$ cat src/rtl/lspl_pkg.sv
// Package for the line start position locator.
// Holds sizes, command and operation codes, and the payload types.
// No dependencies; every other file of the block imports it.
package lspl_pkg;

  // Table geometry
  localparam int unsigned TABLE_DEPTH = 4096;
  localparam int unsigned START_WIDTH = 32;
  localparam int unsigned ADDR_W      = $clog2(TABLE_DEPTH);
  localparam int unsigned CNT_W       = $clog2(TABLE_DEPTH + 1);

  // Field widths
  localparam int unsigned CMD_W    = 2;
  localparam int unsigned INDEX_W  = 13;
  localparam int unsigned VALUE_W  = 32;
  localparam int unsigned LINE_W   = 13;
  localparam int unsigned COLUMN_W = 33;
  localparam int unsigned OFFSET_W = 32;

  // Configuration port
  localparam int unsigned CFG_W     = 13;
  localparam int unsigned PADDR_W   = 3;
  localparam int unsigned PDATA_W   = 32;
  localparam int unsigned REG_IDX_W = PADDR_W - 2;
  localparam logic [REG_IDX_W-1:0] REG_LINE_COUNT = '0;

  typedef enum logic [CMD_W-1:0] {
    CMD_WRITE  = 2'd0,
    CMD_LOCATE = 2'd1,
    CMD_RANGE  = 2'd2
  } cmd_e;

  typedef enum logic [1:0] {
    OP_WRITE  = 2'd0,
    OP_LOCATE = 2'd1,
    OP_RANGE  = 2'd2,
    OP_REJECT = 2'd3
  } op_e;

  typedef struct packed {
    logic [CMD_W-1:0]   command;
    logic [INDEX_W-1:0] index;
    logic [VALUE_W-1:0] value;
  } in_item_t;

  typedef struct packed {
    logic                ok;
    logic [LINE_W-1:0]   line;
    logic [COLUMN_W-1:0] column;
    logic [OFFSET_W-1:0] first_offset;
    logic [OFFSET_W-1:0] last_offset;
  } out_item_t;

  // Classified operation handed from the front to the back
  typedef struct packed {
    op_e                op;
    logic [INDEX_W-1:0] index;
    logic [VALUE_W-1:0] value;
  } q_entry_t;

  typedef struct packed {
    logic busy;
    logic out_valid;
  } back_status_t;

endpackage

$ cat src/rtl/lspl_front.sv
// Front end: accepts input transactions and classifies them into operations.
// Depends on lspl_pkg.
module lspl_front (
  input  logic                    in_valid_i,
  input  lspl_pkg::in_item_t      in_data_i,
  output logic                    in_ready_o,
  input  logic [lspl_pkg::CNT_W-1:0] count_i,
  output logic                    q_valid_o,
  output lspl_pkg::q_entry_t      q_entry_o,
  input  logic                    q_ready_i
);
  import lspl_pkg::*;

  logic [31:0] idx_w;
  logic [31:0] cnt_w;

  assign idx_w = 32'(in_data_i.index);
  assign cnt_w = 32'(count_i);

  // Classify: reject what can be decided without the table
  always_comb begin
    q_entry_o.index = in_data_i.index;
    q_entry_o.value = in_data_i.value;
    q_entry_o.op    = OP_REJECT;
    unique case (in_data_i.command)
      CMD_WRITE: begin
        if (idx_w < 32'(TABLE_DEPTH)) q_entry_o.op = OP_WRITE;
      end
      CMD_LOCATE: begin
        if (cnt_w != 32'd0) q_entry_o.op = OP_LOCATE;
      end
      CMD_RANGE: begin
        if (idx_w >= 32'd1 && idx_w <= cnt_w) q_entry_o.op = OP_RANGE;
      end
      default: q_entry_o.op = OP_REJECT;
    endcase
  end

  assign q_valid_o  = in_valid_i;
  assign in_ready_o = q_ready_i;

endmodule

$ cat config.mk
export PLATFORM = sky130hd
export DESIGN_NAME = lspl_front
export DESIGN_NICKNAME = d
export VERILOG_FILES = /design/src/rtl/lspl_pkg.sv /design/src/rtl/lspl_front.sv
export SDC_FILE = /design/constraint.sdc
export NUM_CORES = 1
export LEC_CHECK = 0
export ABC_CLOCK_PERIOD_IN_PS = 1950
export BUFFER_PORTS_ARGS = -buffer_cell sky130_fd_sc_hd__buf_4
export CORE_ASPECT_RATIO = 1.5
export CORE_MARGIN = 2
export CORE_UTILIZATION = 32
export DETAILED_ROUTE_END_ITERATION = 8
export PLACE_DENSITY = 0.84
export SYNTH_ARGS = -nofsm -noshare
export SYNTH_HDL_FRONTEND = slang
export SYNTH_SLANG_ARGS = --single-unit
$ cat constraint.sdc
create_clock -name vclk -period 1.95
set_clock_uncertainty 0.1 [all_clocks]
set_input_delay 0.2925 -clock vclk [all_inputs]
set_output_delay 0.2925 -clock vclk [all_outputs]
set_load 0.01 [all_outputs]
==> results of run 1 <==
==> worst max-delay path, stage by stage <==
cell and delay [ps]:
buf_4 120, ha_4 260, nand4_1 140, or4_4 500, o21ai_2 80, a22oi_2 90, buf_4 160
==> power groups by stage <==
stage                     logic, mW  clock network, mW  registers (mW)
after floorplan               0.157                  0               0
after CTS                     0.235                  0               0
final                         0.245                  0               0
after global placement        0.189                  0               0
after global routing          0.264                  0               0
after detailed placement      0.192                  0               0
==> synthesized netlist by cell type <==
master / instances
o21bai_1: 1
nand2_1: 2
nor4_1: 6
nand3_1: 1
nor3_1: 1
and4_1: 1
o221ai_1: 1
ha_1: 13
o21ai_0: 2
or4_4: 1
o21ai_2: 1
buf_4: 47
nor4b_1: 1
nand4_1: 3
nand4_2: 1
a22oi_1: 1
inv_1: 14
nor2_1: 5
inv_2: 2
a21oi_1: 4
a21boi_0: 1
a211oi_1: 1
o31ai_1: 1
==> layer usage <==
metal,vias up,global-route usage [%]
met1,358,15.5
met5,-,0
met2,40,30.6
met3,24,2.23
met4,0,11.0
li1,363,-
==> path summary, 6_finish.rpt <==
kind,start,endpoint,slack (ps),cells after the start
setup / recovery,in_data_i[38],q_entry_o[45],-90,7
hold / removal,in_data_i[12],q_entry_o[12],490,0
==> cells by family after synthesis <==
logic type      count (synthesis)
fa+ha+maj                      13
simple gates                   22
compound gates                 13
buf+inv                        63
==> layout make-up <==
cell class	count	area [sq um]
fill	237	1280
inverter	16	67.6
multi-input combinational	48	500
tap	24	30.0
timing repair buffer	63	514
==> per-stage QoR <==
| stage | hold WS (ps) | cell area (sq um) |
|---|---|---|
| 3_5_place_dp | 485 | 922 |
| 4_1_cts | 485 | 1090 |
| 3_3_place_gp | 485 | 922 |
| 5_1_grt | 485 | 1110 |
| 2_1_floorplan | 577 | 795 |
| 6_report | 485 | 1110 |
==> what timing repair did <==
item / CTS / global route
setup endpoints to repair: 1 / 1
resized for setup: 32 / 1
gates cloned: 0 / 0
pin swaps: 13 / 8
buffers inserted: 0 / 3
==> flow_summary.yaml, run 1 <==
outcome:
  status: "complete, but fails checks"
  violations: "negative setup slack"
synth:
  synth_xor_area_share_pct: 0
  synthSimpleGateAreaFrac_pct: 16.9
  synthesis.area_sq_um: 795
  synth_nets: 186
  synth_top_area_share_pct: 44.4
  synth.largest_area_cell: "buf_4"
  synthCells: 111
  synth_area_leaders: "buf_4 (44%), ha_1 (20%), inv_1 (6.6%)"
  synth_compound_area_share_pct: 10.7
  synth_cell_types: 23
  yosys_warnings: 0
  syn_area_per_cell_sq_um: 7.16
  yosys.area_share.adder_pct: 20.5
  synthMuxAreaShare_pct: 0
  synth_top_family_by_area: "buffers and inverters"
  ys_seq_area_share_pct: 0
global_routing:
  grt_use_total_pct: 16.4
  antenna_found_initial: 0
  grt.overflow.total: 0
  grt_max_degree: 6
  grt_pass1_wl_um: 3630
  grt_pass1_vias: 804
cts:
  hold_buffers: 0
flow_run:
  cap_violations: 0
drt:
  routed-wl-met3_um: 222
  wl_met2_um: 1340
  wirelength_um: 2440
  antenna_left: 0
  firstDrtPassIters: 4
  topRoutingLayerUsed: "met4"
  drc: 0
  viasPerCell: 5.20
  drt_iter0_markers: 16
  vias: 785
  wl_per_cell_um: 16.2
  met1_length_um: 701
final_layout:
  final_util_pct: 46.4
  clockBufferCount: 0
  design.seq.count: 0
  layout_common_cells: "buf_4 (54), ha_4 (8), inv_2 (7), buf_6 (7)"
  synthToLayoutAreaGrowth_pct: 40.0
  drive_gt1_share_pct: 67.7
  antenna_cells: 0
  regArea_sq_um: 0
  finalNetCount: 204
  layoutNonFillerInstCount: 151
  layout_commonest_cell: "buf_4"
timing:
  fmax_mhz: 490
  min_period_ps: 2040
  rsz0062_at_grt: "yes"
  slew_headroom_pct: 75.7
  fin_ws_ps: -92.2
  maxSlewViolCount: 0
  setup_viol: 1
  tns_ps: -92.2
  fin_crit_sh_pct: 105
  hold_viol: 0
  worst_pin_slew_ps: 361
worst_setup_path:
  cp_max_fo: 2
  cp-end-kind: "primary output"
  critPathKind: "input port to primary output"
  cp.arrival_ps: 1650
  required_ps: 1560
  start_kind: "input port"
floorplanning:
  core_sq_um: 2390
  ioPinCount: 111
  rows: 22
  fp.dieW_um: 44.7
  dieHeight_um: 65.0
  start_util_pct: 33.2
  die_area_sq_um: 2910
pwr:
  p_int_uw: 144
  p_per_area_nw_per_um2: 220
  p_sw_uw: 101
  power.leakage_nw: 0.548
  clockPowerShare_pct: 0
  p_total_uw: 245
  p_sw_share_pct: 41.3
  comb_power_share_pct: 100.0
  vdd_drop_max_mv: 0.0883
  pwr-share-seq_pct: 0
worst_hold_path:
  hold_class: "input port to primary output"
placement:
  placement.io_buffers: 43
  placed_cells: 148
  gp_congestion: 0.765
  place_ws_ps: -117
  dpl.hpwl_um: 2020
No activity file was read; power rests on OpenSTA's default activity.
==> run 2, diff against run 1 <==
--- a/config.mk
+++ b/config.mk
@@ -12,6 +12,7 @@
 export CORE_UTILIZATION = 32
 export DETAILED_ROUTE_END_ITERATION = 8
 export PLACE_DENSITY = 0.84
+export SLEW_MARGIN = 20
 export SYNTH_ARGS = -nofsm -noshare
 export SYNTH_HDL_FRONTEND = slang
 export SYNTH_SLANG_ARGS = --single-unit
==> constraint.sdc (replaced) <==
create_clock -name vclk -period 1.95
set_clock_uncertainty 0.1 [all_clocks]
set_input_delay 0.0975 -clock vclk [all_inputs]
set_output_delay 0.0975 -clock vclk [all_outputs]
set_load 0.01 [all_outputs]
==> run 2 against run 1 <==
  * The flow now finishes without violations
  * Worst hold slack got worse by 390 ps
  * Final area decreased by 29%
  * Power decreased by 33%
  * Routed wire length decreased by 17%
  * Core utilization decreased by 13 points
  * Combinational power decreased by 33%
  * Largest cell class is now multi-input gates
  * Critical path depth unchanged
  * Flip-flop and latch count unchanged
  * Non-clock buffer count decreased by 20
  * First-iteration DRC count decreased by 63%
  * Via count decreased by 14%
==> flow_summary.yaml, run 2 (synthesis results as in run 1) <==
placement:
  placement.io_buffers: 43
  dpl.hpwl_um: 1910
  place_ws_ps: 221
  gp_congestion: 0.785
  placed_cells: 131
final_layout:
  clockBufferCount: 0
  nFillCells: 260
  drive_gt1_share_pct: 44.9
  final_util_pct: 33.2
  design.seq.count: 0
  layoutNonFillerInstCount: 131
  layout_commonest_cell: "buf_4"
  antenna_cells: 0
  finalNetCount: 184
  layout_common_cells: "buf_4 (43), inv_1 (14), ha_1 (13)"
  synthToLayoutAreaGrowth_pct: 0
  regArea_sq_um: 0
flow_run:
  cap_violations: 0
worst_setup_path:
  critPathKind: "input port to primary output"
  required_ps: 1750
  crit_buf_inv: 2
  cp_slowest_stage_delay_ps: 540
  cp-end-kind: "primary output"
  crit_chain: "buf_4 -> ha_1 -> nand4_2 -> or4_4 -> o21ai_2 -> a22oi_1 -> buf_4"
  cp_max_fo: 4
  path_delay_family: "simple AND/OR/NAND/NOR gates"
  cp.arrival_ps: 1530
  start_kind: "input port"
  cp_slowest_cell: "or4_4"
  crit_top_cell: "buf_4"
drt:
  wl_per_cell_um: 15.4
  vias: 675
  antenna_left: 0
  firstDrtPassIters: 4
  drc: 0
  wirelength_um: 2020
  viasPerCell: 5.15
  drt_iter0_markers: 6
global_routing:
  grt.overflow.total: 0
  grt_use_total_pct: 13.9
  grt_max_degree: 7
  grt_pass1_vias: 726
  grt_pass1_wl_um: 3130
  antenna_found_initial: 0
timing:
  worst_pin_slew_ps: 365
  hold-worst-slack_ps: 95.0
  setup_viol: 0
  slew_headroom_pct: 75.4
  hold_viol: 0
  fmax_mhz: 578
  rsz0062_at_grt: "no"
  tns_ps: 0
  min_period_ps: 1730
  fin_ws_ps: 221
  fin_crit_sh_pct: 88.7
  maxSlewViolCount: 0
floorplanning:
  die_area_sq_um: 2910
  start_util_pct: 33.2
  ioPinCount: 111
  core_sq_um: 2390
  fp.dieW_um: 44.7
  rows: 22
  dieHeight_um: 65.0
cts:
  post_cts_buffers: 0
  hold_buffers: 0
  cts_resized: 0
pwr:
  vdd_drop_max_mv: 0.0569
  p_per_area_nw_per_um2: 205
  power.leakage_nw: 0.448
worst_hold_path:
  hold_class: "input port to primary output"
outcome:
  status: "finished clean"
run 2: cell types whose count changed in the layout (fill, tap and decap cells not counted), sizes merged:
cell	previous run	this run
buf	63	43
run 2: layer usage:
| layer | up-vias | part of all wire [%] | global-route usage (%) |
|---|---|---|---|
| li1 | 324 | - | - |
| met1 | 281 | 25 | 12.2 |
| met2 | 46 | 54 | 24.5 |
| met3 | 24 | 12 | 3.34 |
| met4 | 0 | 9.7 | 12.5 |
| met5 | - | 0 | 0 |
run 2: path summary, 6_finish.rpt:
kind | startpoint | to | cells after the start
hold / removal | in_data_i[12] | q_entry_o[12] | 0
setup / recovery | in_data_i[42] | q_entry_o[45] | 7
run 2: power by group:
| part | switching, mW | internal (mW) |
|---|---|---|
| sequential | 0 | 0 |
| clock | 0 | 0 |
| combinational | 0.0749 | 0.0879 |
run 2: cell type report:
cell class                 instances  area, sq um  area share [%]
multi-input combinational         48          382            48.0
inverter                          16         60.1            7.56
tap                               24         30.0            3.78
timing repair buffer              43          323            40.6
run 2: stage by stage:
step | power (mW) | cell area, sq um
floorplan | 0.157 | 795
global placement | 0.164 | 795
detailed placement | 0.166 | 795
CTS | 0.166 | 795
global route | 0.184 | 795
finish | 0.163 | 795
