==> src/rtl/lspl_pkg.sv <==
// Package for the line start position locator.
// Holds sizes, command and operation codes, and the payload types.
// No dependencies; every other file of the block imports it.
package lspl_pkg;

  // Table geometry
  localparam int unsigned TABLE_DEPTH = 4096;
  localparam int unsigned START_WIDTH = 32;
  localparam int unsigned ADDR_W      = $clog2(TABLE_DEPTH);
  localparam int unsigned CNT_W       = $clog2(TABLE_DEPTH + 1);

  // Field widths
  localparam int unsigned CMD_W    = 2;
  localparam int unsigned INDEX_W  = 13;
  localparam int unsigned VALUE_W  = 32;
  localparam int unsigned LINE_W   = 13;
  localparam int unsigned COLUMN_W = 33;
  localparam int unsigned OFFSET_W = 32;

  // Configuration port
  localparam int unsigned CFG_W     = 13;
  localparam int unsigned PADDR_W   = 3;
  localparam int unsigned PDATA_W   = 32;
  localparam int unsigned REG_IDX_W = PADDR_W - 2;
  localparam logic [REG_IDX_W-1:0] REG_LINE_COUNT = '0;

  typedef enum logic [CMD_W-1:0] {
    CMD_WRITE  = 2'd0,
    CMD_LOCATE = 2'd1,
    CMD_RANGE  = 2'd2
  } cmd_e;

  typedef enum logic [1:0] {
    OP_WRITE  = 2'd0,
    OP_LOCATE = 2'd1,
    OP_RANGE  = 2'd2,
    OP_REJECT = 2'd3
  } op_e;

  typedef struct packed {
    logic [CMD_W-1:0]   command;
    logic [INDEX_W-1:0] index;
    logic [VALUE_W-1:0] value;
  } in_item_t;

  typedef struct packed {
    logic                ok;
    logic [LINE_W-1:0]   line;
    logic [COLUMN_W-1:0] column;
    logic [OFFSET_W-1:0] first_offset;
    logic [OFFSET_W-1:0] last_offset;
  } out_item_t;

  // Classified operation handed from the front to the back
  typedef struct packed {
    op_e                op;
    logic [INDEX_W-1:0] index;
    logic [VALUE_W-1:0] value;
  } q_entry_t;

  typedef struct packed {
    logic busy;
    logic out_valid;
  } back_status_t;

endpackage

==> src/rtl/lspl_queue.sv <==
// Two-entry queue between the front and the back of the locator.
// Depends on lspl_pkg for the entry type.
module lspl_queue (
  input  logic               clk_i,
  input  logic               rst_ni,
  input  logic               push_valid_i,
  input  lspl_pkg::q_entry_t push_entry_i,
  output logic               push_ready_o,
  output logic               pop_valid_o,
  output lspl_pkg::q_entry_t pop_entry_o,
  input  logic               pop_ready_i
);
  import lspl_pkg::*;

  q_entry_t   entry_q [2];
  logic       wr_ptr_q, wr_ptr_d;
  logic       rd_ptr_q, rd_ptr_d;
  logic [1:0] fill_q, fill_d;
  logic       push, pop;

  assign push_ready_o = (fill_q != 2'd2);
  assign pop_valid_o  = (fill_q != 2'd0);
  assign pop_entry_o  = entry_q[rd_ptr_q];
  assign push = push_valid_i && push_ready_o;
  assign pop  = pop_valid_o && pop_ready_i;

  // Advance pointers and fill level
  always_comb begin
    wr_ptr_d = push ? ~wr_ptr_q : wr_ptr_q;
    rd_ptr_d = pop ? ~rd_ptr_q : rd_ptr_q;
    fill_d   = fill_q + 2'(push) - 2'(pop);
  end

  always_ff @(posedge clk_i or negedge rst_ni) begin
    if (!rst_ni) begin
      wr_ptr_q <= 1'b0;
      rd_ptr_q <= 1'b0;
      fill_q   <= 2'd0;
    end else begin
      wr_ptr_q <= wr_ptr_d;
      rd_ptr_q <= rd_ptr_d;
      fill_q   <= fill_d;
    end
  end

  // Store payload
  always_ff @(posedge clk_i) begin
    if (push) entry_q[wr_ptr_q] <= push_entry_i;
  end

endmodule

==> config.mk <==
export PLATFORM = sky130hd
export DESIGN_NAME = lspl_queue
export DESIGN_NICKNAME = d
export VERILOG_FILES = /design/src/rtl/lspl_pkg.sv /design/src/rtl/lspl_queue.sv
export SDC_FILE = /design/constraint.sdc
export NUM_CORES = 1
export LEC_CHECK = 0
export BUFFER_PORTS_ARGS = -buffer_cell sky130_fd_sc_hd__clkbuf_2
export CORE_ASPECT_RATIO = 1.75
export CORE_UTILIZATION = 24
export CTS_CLUSTER_SIZE = 25
export DETAILED_ROUTE_END_ITERATION = 8
export GPL_TIMING_DRIVEN = 1
export SLEW_MARGIN = 20
export SYNTH_ARGS = -nofsm -noshare
export SYNTH_HDL_FRONTEND = slang
export SYNTH_SLANG_ARGS = --single-unit
==> constraint.sdc <==
create_clock -name clk_i -period 9.33 [get_ports clk_i]
set_input_delay 0.933 -clock clk_i [delete_from_list [all_inputs] [get_ports clk_i]]
set_output_delay 0.933 -clock clk_i [all_outputs]
set_load 0.01 [all_outputs]
==> results of run 1 <==
final timing paths:
kind,to,slack (ns),depth (start not counted)
max,pop_entry_o[43],6.32,3
min,wr_ptr_q,0.40,1
max reg2reg,entry_q[0][4],7.60,4
max in group asynchronous,rd_ptr_q,8.79,1
min in group clk_i,fill_q[0],0.53,1
min reg2reg,fill_q[0],0.53,1
cell families (layout without fill, tap and decap cells):
logic type / Yosys count / count (layout) / synth area share
flip-flops: 98 / 98 / 0.796
multiplexers: 47 / 47 / 0.165
XOR/XNOR: 4 / 4 / 0.00955
AND/OR/NAND/NOR: 6 / 6 / 0.00955
adder cells (fa/ha/maj): 2 / 2 / 0.00682
buffers and inverters: 6 / 119 / 0.0130
final cells by class:
type,instances,share of cell area
Tap cell,183,0.0487
Clock inverter,6,0.0189
Multi-Input combinational cell,59,0.151
Sequential cell,98,0.622
Inverter,1,0.000799
Clock buffer,10,0.0487
Timing Repair Buffer,102,0.110
cell usage after synthesis:
library cell and number:
nand2_1 1, inv_1 1, edfxtp_1 94, and2_4 1
nand2b_1 1, xor2_1 1, ha_1 2, nor2_1 1
xnor2_1 3, or2_1 1, and3_1 1, buf_2 2
mux2_4 20, mux2_2 27, buf_6 3, dfrtp_1 4
sequential cells by signal, summed over array words and instances, names as in the netlist:
| name | flops |
|---|---|
| rd_ptr_q | 1 |
| fill_q | 2 |
| wr_ptr_q | 1 |
| entry_q | 94 |
worst reg2reg max path: cells and delay by family, from the launching register on:
kind                   cells  cell delay [ns]
buffers and inverters      1             0.55
DFF                        1             0.41
and+or+nand+nor            3             0.39
where the power goes:
| part | switching, W | internal (W) | total [W] |
|---|---|---|---|
| Combinational | 0.000217 | 0.000213 | 0.000429 |
| Sequential | 0.0000427 | 0.000604 | 0.000646 |
| Clock | 0.000153 | 0.000235 | 0.000389 |
per-layer routing:
metal	up-vias	share of wire
met5	-	0
met3	9	0.050
met2	60	0.57
met1	904	0.36
li1	853	-
met4	0	0.023
through the flow:
step           worst slack, ns  hold slack, ns  instance area (um2)  total power (W)
2_1_floorplan             5.88           0.461                 3670         0.000946
3_3_place_gp              6.63           0.508                 4380          0.00109
3_5_place_dp              6.62           0.513                 4380          0.00110
4_1_cts                   6.24           0.381                 4700          0.00150
5_1_grt                   6.17           0.388                 4700          0.00155
6_report                  6.32           0.400                 4700          0.00146
==> results.md, run 1 <==
- Slowest-stage cell, CP: dfrtp_2
- Net Count, Synth: 216
- Vias in the first global route: 2005
- Period utilization: 0.323
- Nets: 324
- Post-CTS Repair Setup Buffers: 0
- Multi-input gate area: 708 um2
- Grt met2 use: 0.151
- Worst-path fanout max: 31
- HP Class: in -> async
- Antenna viol nets, final: 0
- HPWL reported at the end of detailed placement: 4230 um
- CP cell instances: buf_4, mux2_2, clkbuf_2
- Fmax: 332 MHz
- GRT Total Usage: 0.0850
- Vias post-DR: 1826
- Number of antenna violations at the first check in global routing: 1
- Pwr dens: 312 mW/mm2
- Worst-Skew Late Latency: 0.34 ns
- Worst Tran Pin Value: 0.664 ns
- CTS Buf Count: 9
- Drt first pass iters: 4
- Setup crit start: rd_ptr_q
- Die height: 166 um
- Post-synthesis register bit count: 98
- Largest net degree at the start of global routing: 48
- Met1 Use GR: 0.0834
- Period minus WS final: 3.01 ns
- Relative slew slack: 0.557
- Met3 usage: 0.0325
- Port bufs: 99
- Max_cap viols: 0
- Most common cell after layout, fill and taps aside: clkbuf_2
- Wire length per cell: 14.0 um
- CTS H-tree lvls: 3
- Setup_tns: 0 ns
- Crit-path max cell delay: 0.67 ns
- Worst path bufs/invs: 2
- Routability cong.: 0.688
- Root Buffer Master: clkbuf_16
- Placed Cells: 443
- Clock-pin slew on the worst setup and hold paths: 0.06 ns
- Hold Buf Count CTS: 0
- Initial core utilization: 0.246
- Worst Skew: 0.00516 ns
- Gr busiest metal: met2
- Data required time at the worst endpoint: 8.40 ns
- Post-CTS sizing: 0
- Static Leakage: 1.82 nW
- Num ports: 100
- # fillers: 1487
- Post-Route Utilization: 0.315
- Most frequent cells in the layout: 99 x clkbuf_2, 94 x edfxtp_1, 27 x mux2_2
- Synth top area share: 0.769
- Mean post-synth cell area: 22.5 um2
- Layout cells sized above 1: 0.605
- Initial detailed-routing violation count: 87
- Cell area after synthesis: 0.00367 mm2
- Die width: 95.5 um
- Critical path class: reg -> out
- Worst VDD drop: 0.208 mV
- WL final: 6410 um
- Layout Cells excl Fill: 459
- Post-synthesis sequential area ratio: 0.796
- Synth warn: 0
- Setup-failing EPs final: 0
- First-pass GRT wire length: 9790 um
- CTS tree: built
- Drt drc: 0
- Vias/cell: 3.98
- Critical path data arrival time: 2.08 ns
- Final Hold Fails: 0
- Reg area: 0.00292 mm2
- Mapped Cells: 163
- Clock buffer depth: 2
- Area contributors post-synth: edfxtp_1 77%, mux2_2 8.3%, mux2_4 8.2%
- Run status: finished, final reports clean
- # diodes: 0
- RR Startpoint: fill_q[1]
- RSZ-0062 raised after global routing: false
- Synthesis-to-finish area growth: 28.1%
- GRT overflow: 0
- Synth unique cells: 16
- Setup crit start kind: flip-flop
- Site row count: 59
- Clk sink count: 98
- Crit path max-delay family: flip-flops
- Endpoint class of the critical path: primary output
- CORE AREA: 0.0149 mm2
- Yosys top cell by area: edfxtp_1
- Die area: 0.0158 mm2
- Fin. max-slew vios: 0
Note: power is estimated with default switching activity, not from simulation.
==> run 2: changes to the inputs <==
Settings changed: ABC_AREA set to 1.
Clock period 9.33 ns to 2.65 ns, I/O delays scaled along.
==> results.md, run 2 <==
- Run status: finished, final reports clean
- Total power: 0.00517 W (+250%)
- EDFF count, synth: 94 (unchanged)
- Largest net degree at the start of global routing: 49 (+2.1%)
- Initial core utilization: 0.245 (-0.000884)
- Post-synthesis sequential area ratio: 0.803 (+0.00685)
- Synth unique cells: 10 (-6)
- CTS H-tree lvls: 3 (unchanged)
- Clock-pin slew on the worst setup and hold paths: 0.07 ns (about the same)
- First-pass GRT wire length: 11200 um (+14%)
- Vias/cell: 3.94 (-0.99%)
- Wire length per cell: 13.0 um (-6.7%)
- Setup crit start kind: flip-flop
- Critical path data arrival time: 1.68 ns (-0.40 ns)
- Mapped Cells: 277 (+70%)
- Reg area: 0.00292 mm2 (unchanged)
- CTS tree: built
- Synth Area in Adders: 0.00688 (+0.0000586)
- Hold Slack: 0.110 ns (-0.290 ns)
- Critical path class: reg -> out
- HPWL reported at the end of detailed placement: 4950 um (+17%)
- Reg2reg end: entry_q[0][29]
- Vias post-DR: 2249 (+23%)
- Max_cap viols: 0 (unchanged)
- Hold Buf Count CTS: 1 (+1)
- Clk sink count: 98 (unchanged)
- Routability cong.: 0.654 (-4.8%)
- Die width: 95.1 um (-0.42%)
- Most frequent cells in the layout: 154 x nand2_1, 99 x clkbuf_2, 94 x edfxtp_1
- RR Startpoint: fill_q[1]
- Endpoint class of the critical path: primary output
- Top flop regs: entry_q (94), fill_q (2)
- R2R Setup Slk: 1.01 ns (-6.59 ns)
- Nets: 436 (+35%)
- GRT overflow: 0 (unchanged)
- Vias in the first global route: 2229 (+11%)
- Hold_sp: push_entry_i[18]
- Yosys top cell by area: edfxtp_1
- Relative slew slack: 0.627 (+0.0701)
- Slowest-stage cell, CP: dfrtp_2
- Crit-path max cell delay: 0.40 ns (-0.27 ns)
- Main flop type after synthesis: edfxtp_1
- Post-CTS Repair Setup Buffers: 0 (unchanged)
- Data required time at the worst endpoint: 2.38 ns (-6.02 ns)
- Antenna viol nets, final: 0 (unchanged)
- # fillers: 1498 (+0.74%)
- Synth warn: 0 (unchanged)
- Drt first pass iters: 4 (unchanged)
- HP Class: in -> reg
- Xor/xnor share of the synthesized area: 0 (-0.00955)
- Site row count: 59 (unchanged)
- Worst Skew: 0.0104 ns (+0.00520 ns)
- Pwr dens: 1100 mW/mm2 (+250%)
- Area contributors post-synth: edfxtp_1 78%, nand2_1 16%, dfrtp_1 2.8%
- Largest family of logic cells by synthesized area: simple AND/OR/NAND/NOR gates
- Multi-input gate area: 629 um2 (-11%)
- Setup-failing EPs final: 0 (unchanged)
- Worst setup path end: pop_entry_o[44]
- Compound-Gate Fraction of Synth Area: 0 (unchanged)
- Max reg flops: 94 (unchanged)
- Setup_tns: 0 ns (unchanged)
- # diodes: 0 (unchanged)
- GRT Total Usage: 0.0990 (+0.0139)
- Die height: 165 um (-0.42%)
- Root Buffer Master: clkbuf_16
- Worst VDD drop: 0.363 mV (+75%)
- Count leader, synth: nand2_1
- Post-synthesis simple-gate area fraction: 0.164 (+0.154)
- CTS Buf Count: 9 (unchanged)
- Layout cells sized above 1: 0.320 (-0.285)
- Period utilization: 0.734
- CP cell instances: inv_2, buf_4, nand2_1, nand2_1, clkbuf_2
- Number of antenna violations at the first check in global routing: 0 (-1)
- Reg with most FFs: entry_q
- Net Count, Synth: 330 (+53%)
- WL final: 7440 um (+16%)
- Num ports: 100 (unchanged)
- Worst Tran Pin Value: 0.559 ns (-0.106 ns)
- RSZ-0062 raised after global routing: false
- Post-synthesis register bit count: 98 (unchanged)
- Worst-Skew Late Latency: 0.34 ns (about the same)
- Most common cell after layout, fill and taps aside: nand2_1
- Initial detailed-routing violation count: 104 (+20%)
- Reg2reg path depth: 4 (unchanged)
- Die area: 0.0157 mm2 (-0.84%)
- Drt drc: 0 (unchanged)
- Period minus WS final: 1.95 ns
- Most used cell, CP: nand2_1
- Cell area after synthesis: 0.00364 mm2 (-0.85%)
- Synth top area share: 0.776 (+0.00661)
- Setup crit start: rd_ptr_q
- Mux cell area share after synthesis: 0 (-0.165)
- Static Leakage: 2.04 nW (+12%)
- Clock buffer depth: 2 (unchanged)
- Mean post-synth cell area: 13.1 um2 (-42%)
- Fin. max-slew vios: 0 (unchanged)
- Synthesis-to-finish area growth: 29.0%
- Post-CTS sizing: 0 (unchanged)
- Worst-path fanout max: 21 (-32%)
- Fmax: 514 MHz
- Final Hold Fails: 0 (unchanged)
- Port bufs: 99 (unchanged)
- CORE AREA: 0.0148 mm2 (-0.49%)
- Synth async-reset ratio: 0.0408 (unchanged)
- Top cells by count, synth: 154 x nand2_1, 94 x edfxtp_1, 8 x inv_1
[run 2: layer usage]
metal	part of all wire	wire, um	global-route usage
met5	0	0	0
met4	0.016	119	0.0455
met3	0.053	394	0.0295
met2	0.55	4110	0.177
met1	0.38	2820	0.104
[run 2: power by group]
part | total (W) | switching, W | internal, W | leakage (nW)
sequential | 0.00220 | 0.0000846 | 0.00211 | 0.921
clock | 0.00132 | 0.000569 | 0.000749 | 0.153
combinational | 0.00165 | 0.00110 | 0.000550 | 0.967
[run 2: kinds of logic after synthesis]
family	after synthesis
DFF	98
and+or+nand+nor	158
buffers and inverters	19
adders and majority gates	2
[run 2: worst min path at each step]
stage,endpoint,cells after the start,slack [ns]
finish,entry_q[0][18],1,0.11
global route,entry_q[1][18],1,0.09
detailed placement,wr_ptr_q,1,0.08
global placement,wr_ptr_q,1,0.08
floorplan,fill_q[0],0,-0.03
CTS,entry_q[0][18],1,0.09
[run 2: critical path, delay by kind of cell, from the launching register on]
family / cells / cell delay, ns
buffers and inverters: 3 / 0.77
flip-flops: 1 / 0.40
AND/OR/NAND/NOR: 2 / 0.15
[run 2: area by class of cell]
type                    instances  share of cell area
multi-input cells             160               0.134
well taps                     183              0.0488
inverters                       9             0.00720
clock inverters                 7              0.0181
repair buffers                105               0.121
flip-flops and latches         98               0.623
clock buffers                   9              0.0480
[run 2: per-stage QoR]
step	util	cell area (um2)	cells	setup slack (ns)
finish	0.316	4690	571	0.704
global route	0.316	4690	571	0.532
CTS	0.316	4690	571	0.627
detailed placement	0.295	4370	554	0.957
global placement	0.295	4370	554	0.981
floorplan	-	3640	277	0.377
==> run 3: changes to the inputs <==
Clock period 2.65 ns to 1.6 ns, I/O delays scaled along.
==> results.md, run 3 (synthesis gave the netlist of run 2 again) <==
- Final Hold Fails: 0 (unchanged)
- Worst VDD drop: 0.488 mV (+34%)
- Wire length per cell: 13.3 um (+2.2%)
- Post-CTS Repair Setup Buffers: 0 (unchanged)
- Initial core utilization: 0.245 (unchanged)
- Vias post-DR: 2375 (+5.6%)
- Port bufs: 99 (unchanged)
- Critical path data arrival time: 1.36 ns (-0.32 ns)
- Site row count: 59 (unchanged)
- Reg2reg end: fill_q[1]
- Antenna viol nets, final: 0 (unchanged)
- Pwr dens: 1810 mW/mm2 (+65%)
- Most common cell after layout, fill and taps aside: nand2_1
- WL final: 7910 um (+6.3%)
- HP Class: in -> reg
- Max_cap viols: 0 (unchanged)
- Hold Crit Depth: 1 (unchanged)
- RSZ-0062 raised after global routing: false
- Most used cell, CP: nand2_1
- Data required time at the worst endpoint: 1.44 ns (-0.94 ns)
- Endpoint class of the critical path: primary output
- Clock buffer depth: 2 (unchanged)
- Period utilization: 0.948
- Reg power frac: 0.406 (-0.019)
- Most frequent cells in the layout: 151 x nand2_1, 99 x clkbuf_2, 94 x edfxtp_1
- Static Leakage: 2.17 nW (+6.3%)
- Num ports: 100 (unchanged)
- Post-Layout Inst Area: 0.00498 mm2 (+6.1%)
- P_sw: 0.00300 W (+71%)
- Gate power share: 0.348 (+0.028)
- Number of antenna violations at the first check in global routing: 0 (unchanged)
- Relative slew slack: 0.872 (+0.245)
- Placed Cells: 560 (+1.1%)
- CORE AREA: 0.0148 mm2 (unchanged)
- Clk sink count: 98 (unchanged)
- CTS Buf Count: 9 (unchanged)
- HPWL reported at the end of detailed placement: 5180 um (+4.7%)
- Worst-Skew Late Latency: 0.34 ns (about the same)
- Fin. max-slew vios: 0 (unchanged)
- Vias in the first global route: 2378 (+6.7%)
- Setup crit start kind: flip-flop
- Top flop regs: entry_q (94), fill_q (2)
- Area post-placement: 0.00445 mm2 (+1.7%)
- Drt drc: 0 (unchanged)
- Fmax: 659 MHz
- Crit-path max cell delay: 0.45 ns (+0.05 ns)
- Nets: 459 (+5.3%)
- CP cell instances: inv_6, clkbuf_16, nand2_1, nand2_1, clkbuf_2
- Run status: finished, final reports clean
- Worst-path fanout max: 19 (-9.5%)
- Die width: 95.1 um (unchanged)
- R2R Setup Slk: 0.14 ns (-0.87 ns)
- Slowest-stage cell, CP: dfrtp_2
- Worst Tran Pin Value: 0.192 ns (-0.366 ns)
- First-pass GRT wire length: 11500 um (+2.6%)
- Critical path class: reg -> out
- Largest net degree at the start of global routing: 39 (-20%)
- Hold Slack: 0.0141 ns (-0.0955 ns)
- Max reg flops: 94 (unchanged)
- Total power: 0.00904 W (+75%)
- Root Buffer Master: clkbuf_16
- Setup-failing EPs final: 0 (unchanged)
- Die area: 0.0157 mm2 (unchanged)
- Synthesis-to-finish area growth: 36.9%
- RR Startpoint: fill_q[1]
- Vias/cell: 4.00 (+1.5%)
- Drt first pass iters: 4 (unchanged)
- Worst Skew: 0.00615 ns (-0.00421 ns)
- CTS tree: built
- Period minus WS final: 1.52 ns
- Reg2reg path depth: 10 (+6)
- CTS H-tree lvls: 3 (unchanged)
- Routability cong.: 0.694 (+6.1%)
- Worst hold path endpoint: entry_q[0][4]
- Die height: 165 um (unchanged)
- Reg with most FFs: entry_q
- Part of the power in the clock network: 0.246 (-0.009)
- Layout Cells excl Fill: 594 (+4.0%)
- Initial detailed-routing violation count: 105 (+0.96%)
- GRT overflow: 0 (unchanged)
- Hold_sp: push_entry_i[4]
- GRT Total Usage: 0.102 (+0.00275)
- # diodes: 0 (unchanged)
- Switch share: 0.332 (-0.00766)
- Layout cells sized above 1: 0.333 (+0.0137)
- Internal Pwr Total: 0.00603 W (+77%)
- Clock-pin slew on the worst setup and hold paths: 0.06 ns (about the same)
## run 3: changes by cell type in the layout (fill, tap and decap cells not counted), sizes merged
cell / change
inv: -4
clkinv: +2
clkinvlp: +1
bufinv: +1
clkbuf: +2
dlygate4sd3: +15
buf: +6
## run 3: power groups by stage
stage                     Clock (W)  Combinational, W  Sequential [W]
after floorplan                   0           0.00168         0.00368
after global placement            0           0.00293         0.00369
after detailed placement          0           0.00301         0.00372
after CTS                   0.00227           0.00303         0.00366
after global routing        0.00238           0.00355         0.00372
final                       0.00223           0.00314         0.00367
## run 3: layer usage
metal,up-vias,wire (um),global-route usage
li1,1179,-,-
met1,1120,2970,0.0983
met2,62,4440,0.188
met3,14,312,0.0313
met4,0,191,0.0530
met5,-,0,0
## run 3: final cells by class
| class | count | area [um2] |
|---|---|---|
| Inverter | 9 | 42.5 |
| Timing Repair Buffer | 128 | 830 |
| Multi-Input combinational cell | 160 | 647 |
| Fill cell | 1473 | 9860 |
| Clock inverter | 7 | 83.8 |
| Tap cell | 183 | 229 |
| Clock buffer | 9 | 225 |
| Sequential cell | 98 | 2920 |
## run 3: worst max-delay path by stage
stage | to | slack [ns] | startpoint
4_1_cts | pop_entry_o[18] | 0.04 | rd_ptr_q
5_1_grt | pop_entry_o[43] | 0.01 | rd_ptr_q
3_5_place_dp | fill_q[1] | 0.14 | fill_q[1]
3_3_place_gp | fill_q[1] | 0.19 | fill_q[1]
6_report | pop_entry_o[38] | 0.08 | rd_ptr_q
2_1_floorplan | entry_q[1][0] | -0.10 | fill_q[1]
## run 3: timing repair
| item | CTS | global route |
|---|---|---|
| endpoints found under the setup margin | 0 | 14 |
| hold buffers | 8 | 8 |
| hold endpoints to repair | 18 | 16 |
| resized for setup | 0 | 5 |
## run 3: per-stage QoR
step	TNS (ns)	worst slack, ns	utilization
3_3_place_gp	0	0.193	0.300
6_report	0	0.0832	0.336
3_5_place_dp	0	0.144	0.300
4_1_cts	0	0.0383	0.326
2_1_floorplan	-7.82	-0.102	-
5_1_grt	0	0.0118	0.336
## run 3: worst max-delay path: cells and delay by family, from the launching register on
| kind | cells | cell delay (ns) |
|---|---|---|
| buffers and inverters | 3 | 0.43 |
| and+or+nand+nor | 2 | 0.13 |
| DFF | 1 | 0.45 |
